<file path="src/rtl/ndd_pkg.sv">
// ----------------------------------------------------------------------------
// ndd_pkg: shared types and constants
// Field codes, fixed-point widths and the divider request/response bundles.
// ----------------------------------------------------------------------------
package ndd_pkg;

    localparam int DATA_W = 32;
    localparam int FRAC_W = 16;
    localparam int NUM_W  = 49;   // (a - b) * 2^16, signed
    localparam int DEN_W  = 33;   // xi - xj, signed

    localparam logic       ACT_LOAD = 1'b0;
    localparam logic       ACT_EVAL = 1'b1;

    localparam logic [1:0] STATUS_OK  = 2'd0;
    localparam logic [1:0] STATUS_DUP = 2'd1;
    localparam logic [1:0] STATUS_SAT = 2'd2;

    typedef struct packed {
        logic                    start;
        logic signed [NUM_W-1:0] num;
        logic signed [DEN_W-1:0] den;
    } div_req_t;

    typedef struct packed {
        logic                     done;
        logic signed [DATA_W-1:0] quo;
        logic                     ovf;
    } div_rsp_t;

endpackage

</file>
<file path="src/rtl/ndd_div.sv">
// ----------------------------------------------------------------------------
// ndd_div: iterative signed divider
// Restoring division of magnitudes, one quotient bit per cycle, truncation
// toward zero, result saturated to 32 bits.
// ----------------------------------------------------------------------------
module ndd_div (
    input  logic              aclk,
    input  logic              aresetn,
    input  ndd_pkg::div_req_t req,
    output ndd_pkg::div_rsp_t rsp
);
    import ndd_pkg::*;

    localparam int CNT_W = $clog2(NUM_W);

    logic             busy_reg;
    logic             done_reg;
    logic [CNT_W-1:0] cnt_reg;
    logic [NUM_W-1:0] dvd_reg;
    logic [DEN_W-1:0] rem_reg;
    logic [DEN_W-1:0] dsr_reg;
    logic             neg_reg;

    logic [DEN_W:0]   rem_shift;
    logic             qbit;
    logic [NUM_W-1:0] num_abs;
    logic [DEN_W-1:0] den_abs;

    always_comb begin
        num_abs   = req.num[NUM_W-1] ? NUM_W'(-req.num) : NUM_W'(req.num);
        den_abs   = req.den[DEN_W-1] ? DEN_W'(-req.den) : DEN_W'(req.den);
        rem_shift = {rem_reg, dvd_reg[NUM_W-1]};
        qbit      = (rem_shift >= {1'b0, dsr_reg});
    end

    always_ff @(posedge aclk) begin
        if (!aresetn) begin
            busy_reg <= 1'b0;
            done_reg <= 1'b0;
            cnt_reg  <= '0;
        end else begin
            done_reg <= 1'b0;
            if (req.start) begin
                busy_reg <= 1'b1;
                cnt_reg  <= '0;
                dvd_reg  <= num_abs;
                dsr_reg  <= den_abs;
                rem_reg  <= '0;
                neg_reg  <= req.num[NUM_W-1] ^ req.den[DEN_W-1];
            end else if (busy_reg) begin
                rem_reg <= qbit ? DEN_W'(rem_shift - {1'b0, dsr_reg})
                                : DEN_W'(rem_shift);
                dvd_reg <= {dvd_reg[NUM_W-2:0], qbit};
                cnt_reg <= cnt_reg + 1'b1;
                if (cnt_reg == CNT_W'(NUM_W - 1)) begin
                    busy_reg <= 1'b0;
                    done_reg <= 1'b1;
                end
            end
        end
    end

    // dvd_reg holds the quotient magnitude once the last bit is in
    always_comb begin
        rsp.done = done_reg;
        rsp.ovf  = 1'b0;
        if (neg_reg) begin
            if (dvd_reg > NUM_W'(64'h8000_0000)) begin
                rsp.quo = 32'sh8000_0000;
                rsp.ovf = 1'b1;
            end else begin
                rsp.quo = DATA_W'(-dvd_reg);
            end
        end else begin
            if (dvd_reg > NUM_W'(64'h7FFF_FFFF)) begin
                rsp.quo = 32'sh7FFF_FFFF;
                rsp.ovf = 1'b1;
            end else begin
                rsp.quo = DATA_W'(dvd_reg);
            end
        end
    end

    assert property (@(posedge aclk) disable iff (!aresetn)
        req.start |=> busy_reg)
        else $error("divider did not start");
    assert property (@(posedge aclk) disable iff (!aresetn)
        done_reg |-> !busy_reg)
        else $error("divider done while busy");
    assert property (@(posedge aclk) disable iff (!aresetn)
        busy_reg |-> cnt_reg < CNT_W'(NUM_W))
        else $error("divider step count out of range");

endmodule
</file>
<file path="config.mk">
export PLATFORM = sky130hd
export DESIGN_NAME = ndd_div
export DESIGN_NICKNAME = d
export VERILOG_FILES = /design/src/rtl/ndd_pkg.sv /design/src/rtl/ndd_div.sv
export SDC_FILE = /design/constraint.sdc
export NUM_CORES = 1
export LEC_CHECK = 0
export ABC_AREA = 1
export BUFFER_PORTS_ARGS = -buffer_cell sky130_fd_sc_hd__buf_2
export CAP_MARGIN = 30
export CORE_UTILIZATION = 55
export CTS_CLUSTER_SIZE = 8
export DETAILED_ROUTE_END_ITERATION = 12
export MAX_ROUTING_LAYER = met4
export PLACE_DENSITY = 0.76
export SLEW_MARGIN = 5
export SYNTH_ARGS = -nofsm -noshare
export SYNTH_HDL_FRONTEND = slang
export SYNTH_SLANG_ARGS = --single-unit
</file>
<file path="constraint.sdc">
create_clock -name aclk -period 4.3 [get_ports aclk]
set_input_delay 1.29 -clock aclk [delete_from_list [all_inputs] [get_ports aclk]]
set_output_delay 1.29 -clock aclk [all_outputs]
set_load 0.01 [all_outputs]
</file>
# After elaboration in Yosys (flattened, before gate mapping)
# Index checks and enable logic that the tools add are counted.
# classes
addsub,5
mul,0
div,0
n_lt_le_gt_ge,3
n_eq_ne,1
n_shift,0
mux,15
bitwise_logic,3
reduce_logical,5
# ops
operator,n
$mux W49,3
$mux W33,3
$mux W32,3
$gt A49 B31 Y1 const B,1
$gt A49 B32 Y1 const B,1
$neg A49 Y49,1
$ge A34 B33 Y1,1
$neg A33 Y33,1
$sub A33 B33 Y33,1
$neg A32 Y32,1
$add A6 B1 Y6 const B,1
$eq A6 B6 Y1 const B,1
$mux W1,6
$reduce_and A2 Y1,2
$reduce_or A3 Y1,1
$not A1 Y1,2
$reduce_bool A2 Y1,1
$reduce_or A2 Y1,1
$xor A1 B1 Y1,1
# totals
register_bits,124
latch_bits,0
ramBits,0
rom_bits,0
inputBits,85
n_memories,0

# Logic depth before layout (Yosys ltp)
# Gate-level depths: netlist of run 1.
# depth
depth_word,4
ltp_mapped,16
ltp_nobuf,16

# Worst setup path after synthesis of run 1
# OpenSTA, ideal clock, no wires.
# synth_timing
path_type,input to register
start,in req[82] in the netlist's numbering
end,"reg dvd_reg[0], enable pin"
setup_time_ns,0.444
t_arrival_ns,3.328
t_required_ns,3.856
path_slack_ns,0.528
cell_stages,3
n_path_buf,1
path_cell_list,clkbuf_1 nand2_1 nand2_1
# synth_via
elab_chain_len,2
# synth_lines
element,line_no,rtl
"start, declared",ndd_div.sv:9,"input ndd_pkg::div_req_t req,"
$reduce_bool A2 Y1 (no source line),n/a,
$reduce_and A2 Y1 (no source line),n/a,
"end signal, assigned",ndd_div.sv:46,dvd_reg <= num_abs;
"end signal, assigned",ndd_div.sv:53,"dvd_reg <= {dvd_reg[NUM_W-2:0], qbit};"
"end, declared",ndd_div.sv:19,logic [NUM_W-1:0] dvd_reg;
# Every way passes these cells.
# A chain may end at the register's enable or synchronous reset.

==> metrics.md, run 1 <==
| Metric | Value |
|---|---|
| Number of flops mapped to enable cells by yosys | `116` |
| Nature of the critical path startpoint | `register` |
| Clk root buf | `clkbuf_16` |
| Reg area | `0.003643 mm^2` |
| Final setup viols | `0` |
| Part of the power in registers | `0.343` |
| Max frequency | `244.2 MHz` |
| Die height | `150.3 um` |
| Synth Net Count | `2009` |
| Crit-path cells | `or2_1, nor4_2, nand2_1, inv_2, nand2_1, nand2_2, o21ai_0, buf_2` |
| RSZ-0062 raised after global routing | `false` |
| Final period util | `0.9522` |
| Relative max-transition margin | `0.4516` |
| CP peak stage delay | `610 ps` |
| Syn Area/Cell | `6.418 um^2` |
| Detailed Routing Iterations Pass 1 | `6` |
| Layout cells sized above 1 | `0.1181` |
| Most frequent cells in the layout | `nand2_1 (592), inv_1 (290), nor2_1 (240)` |
| # IOs | `119` |
| Final Hold Viols | `0` |
| Clock skew | `14.69 ps` |
| CTS tree | `yes` |
| Ys async rst share | `0` |
| Crit end category | `output port` |
| Final WL | `36340 um` |
| Leakage Power | `6.716 nW` |
| Power per cell area | `343.0 mW/mm^2` |
| Clk buf depth | `2` |
| Final TNS setup | `0 ps` |
| P_int | `2.865 mW` |
| PortBufs | `118` |
| DR iter-0 viols | `1090` |
| DP Area | `0.01285 mm^2` |
| Vias per cell | `5.416` |
| Psw | `1.750 mW` |
| Largest net degree at the start of global routing | `50` |
| Worst slew pin tran | `821.5 ps` |
| H-Tree Depth | `4` |
| Post-route cell area | `0.01346 mm^2` |
| CP max-delay cell | `nor4_2` |
| # fillers | `2058` |
| Hold Path Class | `register to register` |
| Synthesized instance count | `1884` |
| Buf/Inv on CP | `2` |
| Hold Buf Count CTS | `0` |
| Yosys reg bits | `124` |
| Worst path top cell family by delay | `simple AND/OR/NAND/NOR gates` |
| Initial Utilization | `0.5680` |
| Die Width | `150.3 um` |
| Synth cell types | `48` |
| FP Rows | `53` |
| Peak supply drop | `227.9 uV` |
| Reg clk slew, reported paths | `60 ps` |
| Skew-Pair Late Insertion Delay | `430 ps` |
| Switching power share of the total | `0.3791` |
| Post-synthesis instance area | `0.01209 mm^2` |
| NumNets Final | `2111` |
| Die footprint | `0.02258 mm^2` |
| Synth Flop Type | `edfxtp_1` |
| Max-Cap Viols | `0` |
| N_diodes | `0` |
| Synth warn | `0` |
| Setup CP Type | `register to output port` |
| Initial antenna violation count | `0` |
| First-pass GRT wire length | `56510 um` |
| DR vias | `12316` |
| Data required, critical path | `3010 ps` |
| Fin. max-slew vios | `0` |
| Grt total ovfl | `0` |
| Wire per inst | `15.98 um` |
| Layout area overhead | `11.29%` |
| Post-synthesis sequential area ratio | `0.3013` |
| Leading cell type in the layout, fill and taps excluded | `nand2_1` |
| GPL Wtd Cong | `0.9819` |
| Worst EP arrival | `2800 ps` |
| Vias in the first global route | `11108` |
| Drt drc | `0` |
| CP dominant cell by count | `nand2_1` |
| Remaining antenna violation count | `0` |
| Final HPWL DP | `28970 um` |
| CTS Buf Count | `17` |
| Area of the core | `0.02129 mm^2` |
| All-Layer GR Usage | `0.3360` |
| Crit Path Max Fanout | `16` |
| Status | `complete, no violations` |
| Clock Power Share | `0.322` |
| Max reg flops | `49` |
| Sink Count | `124` |
| Minimum clock period after layout | `4095 ps` |
| Combinational Power Share | `0.336` |
| Multi-input gate area | `0.007017 mm^2` |
## layer usage
metal	routed length [um]	GRT usage
met3	2869	0.03970
met1	17170	0.4869
met4	588	0.08333
met5	0	-
met2	15710	0.4956
## cell usage after synthesis (12+ instances only)
library cell	number	area, um^2
o21ai_0	51	255.2
nand4_1	48	300.3
edfxtp_1	116	3483
clkbuf_1	20	75.07
inv_1	291	1092
inv_2	16	60.06
nand3_1	183	915.9
xnor2_1	12	105.1
xor2_1	78	683.2
a21oi_1	27	135.1
nand3b_1	21	157.7
nor3_1	23	115.1
nand2_1	593	2226
ha_1	39	488.0
nor2_1	240	900.9
nor2_2	15	93.84
buf_2	12	60.06
nand3_2	12	120.1
## power groups by stage
stage	sequential [mW]	combinational [mW]	clock (mW)
floorplan	1.57	1.11	0
global placement	1.60	1.49	0
detailed placement	1.60	1.51	0
CTS	1.58	1.52	1.50
global route	1.59	1.73	1.54
finish	1.58	1.55	1.48
## stage by stage
stage | setup slack (ps) | hold slack (ps) | std cells | util | total power [mW]
global placement | 744.5 | 524.4 | 2242 | 0.6038 | 3.081
floorplan | 528.5 | 484.3 | 1884 | - | 2.680
CTS | 162.9 | 550.2 | 2274 | 0.6319 | 4.600
global route | 79.34 | 574.2 | 2274 | 0.6322 | 4.864
finish | 205.4 | 544.3 | 2274 | 0.6322 | 4.615
detailed placement | 611.6 | 536.3 | 2242 | 0.6038 | 3.110
## area by class of cell
type | instances | area share
flip-flops and latches | 124 | 0.2708
multi-input cells | 1402 | 0.5214
clock inverters | 15 | 0.01292
inverters | 310 | 0.08656
well taps | 275 | 0.02557
clock buffers | 17 | 0.03161
repair buffers | 131 | 0.05114
## kinds of logic (layout without fill, tap and decap cells)
kind of cell	count (synthesis)	in the layout	synth area share
simple gates	1180	1180	0.4323
buf+inv	358	473	0.1194
flops	124	124	0.3013
compound gates	92	92	0.03974
fa+ha+maj	40	40	0.04201
xor+xnor	90	90	0.06519
## timing repair
item / CTS / global route
endpoints found under the setup margin: 0 / 31
endpoints found under the hold margin: 0 / 0
resized for setup: 0 / 1
buffers inserted: 0 / 0
## worst register-to-register path: stages (launching register included)
cell,delay (ps)
edfxtp_1,390
inv_1,180
ha_1,180
inv_1,80
fa_1,440
nand3_1,130
nand3_2,190
nand2_2,170
a21oi_1,90
nor2_2,470
buf_4,330
nor2_1,80
nor2_1,110
## worst paths after layout
| kind | start | end | slack (ps) | depth (start not counted) |
|---|---|---|---|---|
| worst max-delay path | dvd_reg[43]$_DFFE_PP_ | rsp[0] | 210 | 8 |
| worst min-delay path | cnt_reg[2]$_SDFFE_PP0P_ | cnt_reg[2]$_SDFFE_PP0P_ | 540 | 2 |
| worst max register to register | dvd_reg[48]$_DFFE_PP_ | rem_reg[8]$_SDFFCE_PP0P_ | 1320 | 12 |
| worst min register to register | cnt_reg[2]$_SDFFE_PP0P_ | cnt_reg[2]$_SDFFE_PP0P_ | 540 | 2 |
(Power assumes the default switching activity.)
==> run 2, diff against run 1 <==
--- a/config.mk
+++ b/config.mk
@@ -8,11 +8,13 @@
 export ABC_AREA = 1
 export BUFFER_PORTS_ARGS = -buffer_cell sky130_fd_sc_hd__buf_2
 export CAP_MARGIN = 30
-export CORE_UTILIZATION = 55
+export CELL_PAD_IN_SITES_DETAIL_PLACEMENT = 0
+export CELL_PAD_IN_SITES_GLOBAL_PLACEMENT = 1
+export CORE_UTILIZATION = 43
 export CTS_CLUSTER_SIZE = 8
 export DETAILED_ROUTE_END_ITERATION = 12
 export MAX_ROUTING_LAYER = met4
-export PLACE_DENSITY = 0.76
+export PLACE_DENSITY = 0.83
 export SLEW_MARGIN = 5
 export SYNTH_ARGS = -nofsm -noshare
 export SYNTH_HDL_FRONTEND = slang
==> run 2 against run 1 <==
  * Flip-flop and latch count did not move
  * Critical path depth did not move
  * Non-clock buffer count fell by 1
  * Global-route usage fell by 6.3 points
  * Final area rose by 0.95%
  * Cell count rose by 4.5%
  * Register-to-register slack barely moved
  * Fmax fell by 0.85%
  * Critical endpoint is now rsp[30]
  * Sequential share of layout area fell by 0.25 points
  * Clock skew rose by 1.4 ps
==> metrics.md, run 2 (same netlist as run 1, synthesis figures left out) <==
| Metric | Value |
|---|---|
| Reg clk slew, reported paths | `60 ps (about the same)` |
| N_diodes | `0 (unchanged)` |
| CTS Buf Count | `17 (unchanged)` |
| Minimum clock period after layout | `4130 ps (+34.96 ps)` |
| Final period util | `0.9604 (+0.008131)` |
| Grt total ovfl | `0 (unchanged)` |
| Largest net degree at the start of global routing | `49 (-2.0%)` |
| Detailed Routing Iterations Pass 1 | `5 (-1)` |
| Util after Layout | `0.4903 (-0.1419)` |
| Postcts setup bufs | `0 (unchanged)` |
| Clk buf depth | `2 (unchanged)` |
| FP Rows | `61 (+15%)` |
| Hold slack | `534.4 ps (-9.900 ps)` |
| Switching power share of the total | `0.3808 (+0.001707)` |
| Vias in the first global route | `11121 (+0.12%)` |
| GPL Wtd Cong | `0.9628 (-1.9%)` |
| Clk root buf | `clkbuf_16` |
| Crit end category | `output port` |
| DR vias | `12035 (-2.3%)` |
| Worst hold start | `cnt_reg[0]$_SDFFE_PP0P_` |
| Leading cell type in the layout, fill and taps excluded | `nand2_1` |
| Worst hold path cell count | `2 (unchanged)` |
| Clock skew | `16.11 ps (+1.417 ps)` |
| R2R Path End | `rem_reg[4]$_SDFFCE_PP0P_` |
| Vias per cell | `5.065 (-6.5%)` |
| Combinational Power Share | `0.339 (+0.003)` |
| Clock Power Share | `0.313 (-0.009)` |
| Most frequent cells in the layout | `nand2_1 (592), inv_1 (290), nor2_1 (240)` |
| Final TNS setup | `0 ps (unchanged)` |
| Crit Path Max Fanout | `16 (unchanged)` |
| Hold worst-path end | `cnt_reg[0]$_SDFFE_PP0P_` |
| Layout area overhead | `12.34%` |
| Worst reg2reg path startpoint | `dvd_reg[48]$_DFFE_PP_` |
| NumNets Final | `2110 (-0.047%)` |
| PortBufs | `118 (unchanged)` |
| Die footprint | `0.02879 mm^2 (+28%)` |
| Max-Cap Viols | `0 (unchanged)` |
| Status | `complete, no violations` |
| R2R Setup Slk | `1310 ps (about the same)` |
| First-pass GRT wire length | `59040 um (+4.5%)` |
| DR iter-0 viols | `1071 (-1.7%)` |
| Part of the power in registers | `0.348 (+0.005)` |
| Max reg flops | `49 (unchanged)` |
| # IOs | `119 (unchanged)` |
| # fillers | `2958 (+44%)` |
| CTS tree | `yes` |
| Die Width | `169.7 um (+13%)` |
| Final Hold Viols | `0 (unchanged)` |
| Fin. max-slew vios | `0 (unchanged)` |
| Skew-Pair Late Insertion Delay | `440 ps (about the same)` |
| Remaining antenna violation count | `0 (unchanged)` |
| Worst EP arrival | `2840 ps (+40 ps)` |
| Nature of the critical path startpoint | `register` |
| Initial Utilization | `0.4364 (-0.1316)` |
| Final HPWL DP | `30070 um (+3.8%)` |
| Psw | `1.728 mW (-1.2%)` |
| Final setup viols | `0 (unchanged)` |
| Data required, critical path | `3010 ps (about the same)` |
| Final WL | `37470 um (+3.1%)` |
| Layout cells sized above 1 | `0.1176 (-0.0004414)` |
| Cts repair resizes | `0 (unchanged)` |
| Drt drc | `0 (unchanged)` |
| Leakage Power | `6.710 nW (about the same)` |
| All-Layer GR Usage | `0.2730 (-0.06300)` |
| Power per cell area | `334.0 mW/mm^2 (-2.6%)` |
| Area of the core | `0.02771 mm^2 (+30%)` |
| Hold Buf Count CTS | `0 (unchanged)` |
| Initial antenna violation count | `0 (unchanged)` |
| P_int | `2.810 mW (-1.9%)` |
| Worst slew pin tran | `790.8 ps (-30.66 ps)` |
| Max frequency | `242.2 MHz (-0.85%)` |
| Setup CP Type | `register to output port` |
| Reg2reg path depth | `12 (unchanged)` |
| Sink Count | `124 (unchanged)` |
| Hold Path Class | `register to register` |
| Relative max-transition margin | `0.4720 (+0.02047)` |
| Die height | `169.7 um (+13%)` |
| H-Tree Depth | `4 (unchanged)` |
| RSZ-0062 raised after global routing | `false` |
| Peak supply drop | `251.0 uV (+10%)` |
| Wire per inst | `15.77 um (-1.3%)` |
run 2: worst max-delay path by stage:
stage,from,slack (ps),end,cells after the start
5_1_grt,dvd_reg[0]$_DFFE_PP_,10,rsp[11],13
3_3_place_gp,dvd_reg[0]$_DFFE_PP_,680,rsp[3],13
4_1_cts,dvd_reg[0]$_DFFE_PP_,90,rsp[25],13
2_1_floorplan,req[82],530,dvd_reg[0]$_DFFE_PP_,3
3_5_place_dp,dvd_reg[0]$_DFFE_PP_,560,rsp[25],13
6_report,dvd_reg[43]$_DFFE_PP_,170,rsp[30],8
run 2: layout make-up:
class | instances | area [um^2] | share of cell area
repair buffers | 130 | 705.7 | 0.05195
multi-input cells | 1402 | 7017 | 0.5165
well taps | 378 | 473.0 | 0.03482
clock inverters | 12 | 101.3 | 0.007461
flip-flops and latches | 124 | 3643 | 0.2682
inverters | 310 | 1165 | 0.08575
clock buffers | 20 | 479.2 | 0.03528
run 2: critical path, stage by stage, from the launching register on:
cell,delay [ps]
edfxtp_1,380
or2_1,250
nor4_2,600
nand2_1,250
inv_2,250
nand2_1,100
nand2_2,260
nand3_1,150
buf_2,160
run 2: metal layers:
metal | GRT usage | vias up | wire [um]
met2 | 0.3965 | 345 | 15920
met3 | 0.03801 | 36 | 2249
li1 | - | 6157 | -
met5 | - | - | 0
met1 | 0.3987 | 5497 | 18830
met4 | 0.05954 | 0 | 470
run 2: stage by stage:
step / instance area [um^2] / worst slack [ps] / cells / power (mW)
floorplan: 12090 / 528.5 / 1884 / 2.680
global placement: 13000 / 679.3 / 2344 / 3.112
detailed placement: 13000 / 559.8 / 2344 / 3.124
CTS: 13580 / 93.20 / 2376 / 4.554
global route: 13580 / 12.49 / 2376 / 4.816
finish: 13580 / 170.4 / 2376 / 4.538
run 2: power by group through the flow:
| stage | Clock (mW) | Sequential (mW) | Combinational [mW] |
|---|---|---|---|
| global placement | 0 | 1.60 | 1.52 |
| finish | 1.42 | 1.58 | 1.54 |
| floorplan | 0 | 1.57 | 1.11 |
| global route | 1.49 | 1.59 | 1.73 |
| CTS | 1.45 | 1.58 | 1.53 |
| detailed placement | 0 | 1.60 | 1.52 |
==> run 3, diff against run 2 <==
--- a/config.mk
+++ b/config.mk
@@ -6,6 +6,7 @@
 export NUM_CORES = 1
 export LEC_CHECK = 0
 export ABC_AREA = 1
+export ABC_CLOCK_PERIOD_IN_PS = 3900
 export BUFFER_PORTS_ARGS = -buffer_cell sky130_fd_sc_hd__buf_2
 export CAP_MARGIN = 30
 export CELL_PAD_IN_SITES_DETAIL_PLACEMENT = 0
==> constraint.sdc (replaced) <==
create_clock -name aclk -period 3.9 [get_ports aclk]
set_input_delay 1.17 -clock aclk [delete_from_list [all_inputs] [get_ports aclk]]
set_output_delay 1.17 -clock aclk [all_outputs]
set_load 0.01 [all_outputs]
==> run 3 against run 2 <==
  * Via count increased by 0.89%
  * Clock skew hardly changed
  * First-iteration DRC count grew 10%
  * Critical path type unchanged
  * Count of clock-buffer cells in the layout is 3 higher
  * Final area grew 0.59%
  * Sequential share of layout area is 0.16 points lower
  * Worst setup slack improved by 14 ps
  * Critical endpoint is now rsp[19]
  * Routed wire length shrank 0.58%
  * Power grew 9.4%
  * Utilization up 0.29 points
==> metrics.md, run 3 (same netlist as run 1, synthesis figures left out) <==
| Metric | Value |
|---|---|
| DR vias | `12142 (+0.89%)` |
| Setup CP Type | `register to output port` |
| PortBufs | `118 (unchanged)` |
| Skew-Pair Late Insertion Delay | `430 ps (about the same)` |
| FP Rows | `61 (unchanged)` |
| Final Hold Viols | `0 (unchanged)` |
| Crit-path cells | `inv_1, ha_1, nand2_1, nor2_2, inv_2, nor2_4, nand2_1, nor2_2, nand2_4, nand2_4, nand3_1, nand3_1, buf_2` |
| Nature of the critical path startpoint | `register` |
| Final worst slack | `184.5 ps (+14.05 ps)` |
| Sink Count | `124 (unchanged)` |
| RSZ-0062 raised after global routing | `false` |
| CTS Buf Count | `17 (unchanged)` |
| Layout area overhead | `13.01%` |
| P_int | `3.104 mW (+10%)` |
| Die height | `169.7 um (unchanged)` |
| CTS tree | `yes` |
| N_diodes | `0 (unchanged)` |
| Final period util | `0.9527` |
| Final HPWL DP | `29570 um (-1.7%)` |
| # IOs | `119 (unchanged)` |
| Clock Power Share | `0.305 (-0.008)` |
| GPL Wtd Cong | `0.9564 (-0.66%)` |
| Worst EP arrival | `2550 ps (-290 ps)` |
| R2R Path End | `rem_reg[3]$_SDFFCE_PP0P_` |
| Part of the power in registers | `0.351 (+0.003)` |
| Combinational Power Share | `0.343 (+0.004)` |
| Psw | `1.858 mW (+7.5%)` |
| Most frequent cells in the layout | `nand2_1 (590), inv_1 (289), nor2_1 (239)` |
| # fillers | `2886 (-2.4%)` |
| Vias in the first global route | `10873 (-2.2%)` |
| NumNets Final | `2115 (+0.24%)` |
| Status | `complete, no violations` |
| CP max-delay cell | `edfxtp_1` |
| H-Tree Depth | `4 (unchanged)` |
| Pre-CTS WS | `318.7 ps (-241.1 ps)` |
| Worst hold path cell count | `2 (unchanged)` |
| Final WL | `37250 um (-0.58%)` |
| Crit end category | `output port` |
| Hold worst-path end | `cnt_reg[0]$_SDFFE_PP0P_` |
| Fin. max-slew vios | `0 (unchanged)` |
| Final TNS setup | `0 ps (unchanged)` |
| Vias per cell | `5.100 (+0.68%)` |
| Initial Utilization | `0.4364 (unchanged)` |
| Final setup viols | `0 (unchanged)` |
| Minimum clock period after layout | `3716 ps` |
| Peak supply drop | `298.5 uV (+19%)` |
| DR iter-0 viols | `1182 (+10%)` |
| Clock skew | `15.68 ps (-0.4269 ps)` |
| Leakage Power | `6.786 nW (+1.1%)` |
| Max reg flops | `49 (unchanged)` |
| Detailed Routing Iterations Pass 1 | `5 (unchanged)` |
| CP peak stage delay | `410 ps (-190 ps)` |
| Drt drc | `0 (unchanged)` |
| Max-Cap Viols | `0 (unchanged)` |
| Wire per inst | `15.64 um (-0.79%)` |
| Clk root buf | `clkbuf_16` |
| Worst slew pin tran | `758.9 ps (-31.89 ps)` |
| Crit Path Max Fanout | `8 (-8)` |
| Layout cells sized above 1 | `0.1218 (+0.004200)` |
| Hold Path Class | `register to register` |
| Reg2reg path depth | `12 (unchanged)` |
| Switching power share of the total | `0.3745 (-0.006297)` |
| Die Width | `169.7 um (unchanged)` |
| First-pass GRT wire length | `57980 um (-1.8%)` |
| Power per cell area | `363.1 mW/mm^2 (+8.7%)` |
| Clk buf depth | `2 (unchanged)` |
| Die footprint | `0.02879 mm^2 (unchanged)` |
| Area of the core | `0.02771 mm^2 (unchanged)` |
| Max frequency | `269.1 MHz` |
| Reg clk slew, reported paths | `60 ps (about the same)` |
| Grt total ovfl | `0 (unchanged)` |
| Data required, critical path | `2730 ps (-280 ps)` |
| Worst hold start | `cnt_reg[0]$_SDFFE_PP0P_` |
| Worst reg2reg path startpoint | `dvd_reg[48]$_DFFE_PP_` |
| Largest net degree at the start of global routing | `48 (-2.0%)` |
| Initial antenna violation count | `0 (unchanged)` |
| All-Layer GR Usage | `0.2673 (-0.005724)` |
| Relative max-transition margin | `0.4941 (+0.02203)` |
| R2R Setup Slk | `1010 ps (-300 ps)` |
| Leading cell type in the layout, fill and taps excluded | `nand2_1` |
| Remaining antenna violation count | `0 (unchanged)` |
run 3: cell types whose count changed in the layout (fill, tap and decap cells not counted), sizes merged:
| cell | previous run | this run |
|---|---|---|
| buf | 130 | 132 |
| clkbuf | 20 | 23 |
| clkinv | 9 | 7 |
| clkinvlp | 2 | 0 |
| inv | 311 | 312 |
| nand2 | 606 | 609 |
run 3: power groups by stage:
stage	logic, mW	registers [mW]	clock network [mW]
detailed placement	1.68	1.77	0
finish	1.70	1.74	1.51
floorplan	1.23	1.73	0
global placement	1.67	1.76	0
CTS	1.69	1.74	1.53
global route	1.91	1.76	1.59
run 3: worst max-delay path by stage:
stage	start	to	slack, ps
2_1_floorplan	req[82]	dvd_reg[0]$_DFFE_PP_	250
4_1_cts	dvd_reg[43]$_DFFE_PP_	rsp[23]	40
3_5_place_dp	dvd_reg[0]$_DFFE_PP_	rsp[23]	320
6_report	dvd_reg[1]$_DFFE_PP_	rsp[19]	180
3_3_place_gp	dvd_reg[0]$_DFFE_PP_	rsp[3]	430
5_1_grt	dvd_reg[0]$_DFFE_PP_	rsp[25]	30
run 3: worst max-delay path, delay by kind of cell (launching register included):
family	cells	cell delay [ps]
fa+ha+maj	1	240
buf+inv	3	360
flops	1	410
simple gates	9	1140
run 3: layout make-up:
class / count / area (um^2) / share of cell area
tap: 378 / 473.0 / 0.03461
sequential: 124 / 3643 / 0.2666
clock inverter: 9 / 57.56 / 0.004212
multi-input combinational: 1405 / 7103 / 0.5198
inverter: 310 / 1167 / 0.08543
clock buffer: 23 / 499.2 / 0.03654
timing repair buffer: 132 / 720.7 / 0.05274
run 3: stage by stage:
step,hold slack (ps),utilization,cells,total power [mW],cell area (um^2)
6_report,540.3,0.4932,2381,4.962,13660
3_3_place_gp,518.3,0.4694,2345,3.428,13010
3_5_place_dp,530.5,0.4694,2345,3.447,13010
2_1_floorplan,484.3,-,1884,2.955,12090
5_1_grt,580.9,0.4932,2381,5.259,13660
4_1_cts,538.6,0.4900,2377,4.965,13580
run 3: repair_timing:
item	CTS	global route
setup buffers	0	1
gates resized for setup	2	13
gates cloned	0	3
hold buffers	0	0
endpoints found under the setup margin	33	32
pin swaps	0	3
run 3: per-layer routing:
layer  global-route usage  vias to the layer above  routed length, um
met5                    -                        -                  0
met4              0.06267                        0                579
met3              0.03148                       47               2210
met2               0.3863                      378              15810
met1               0.3938                     5541              18650
li1                     -                     6176                  -
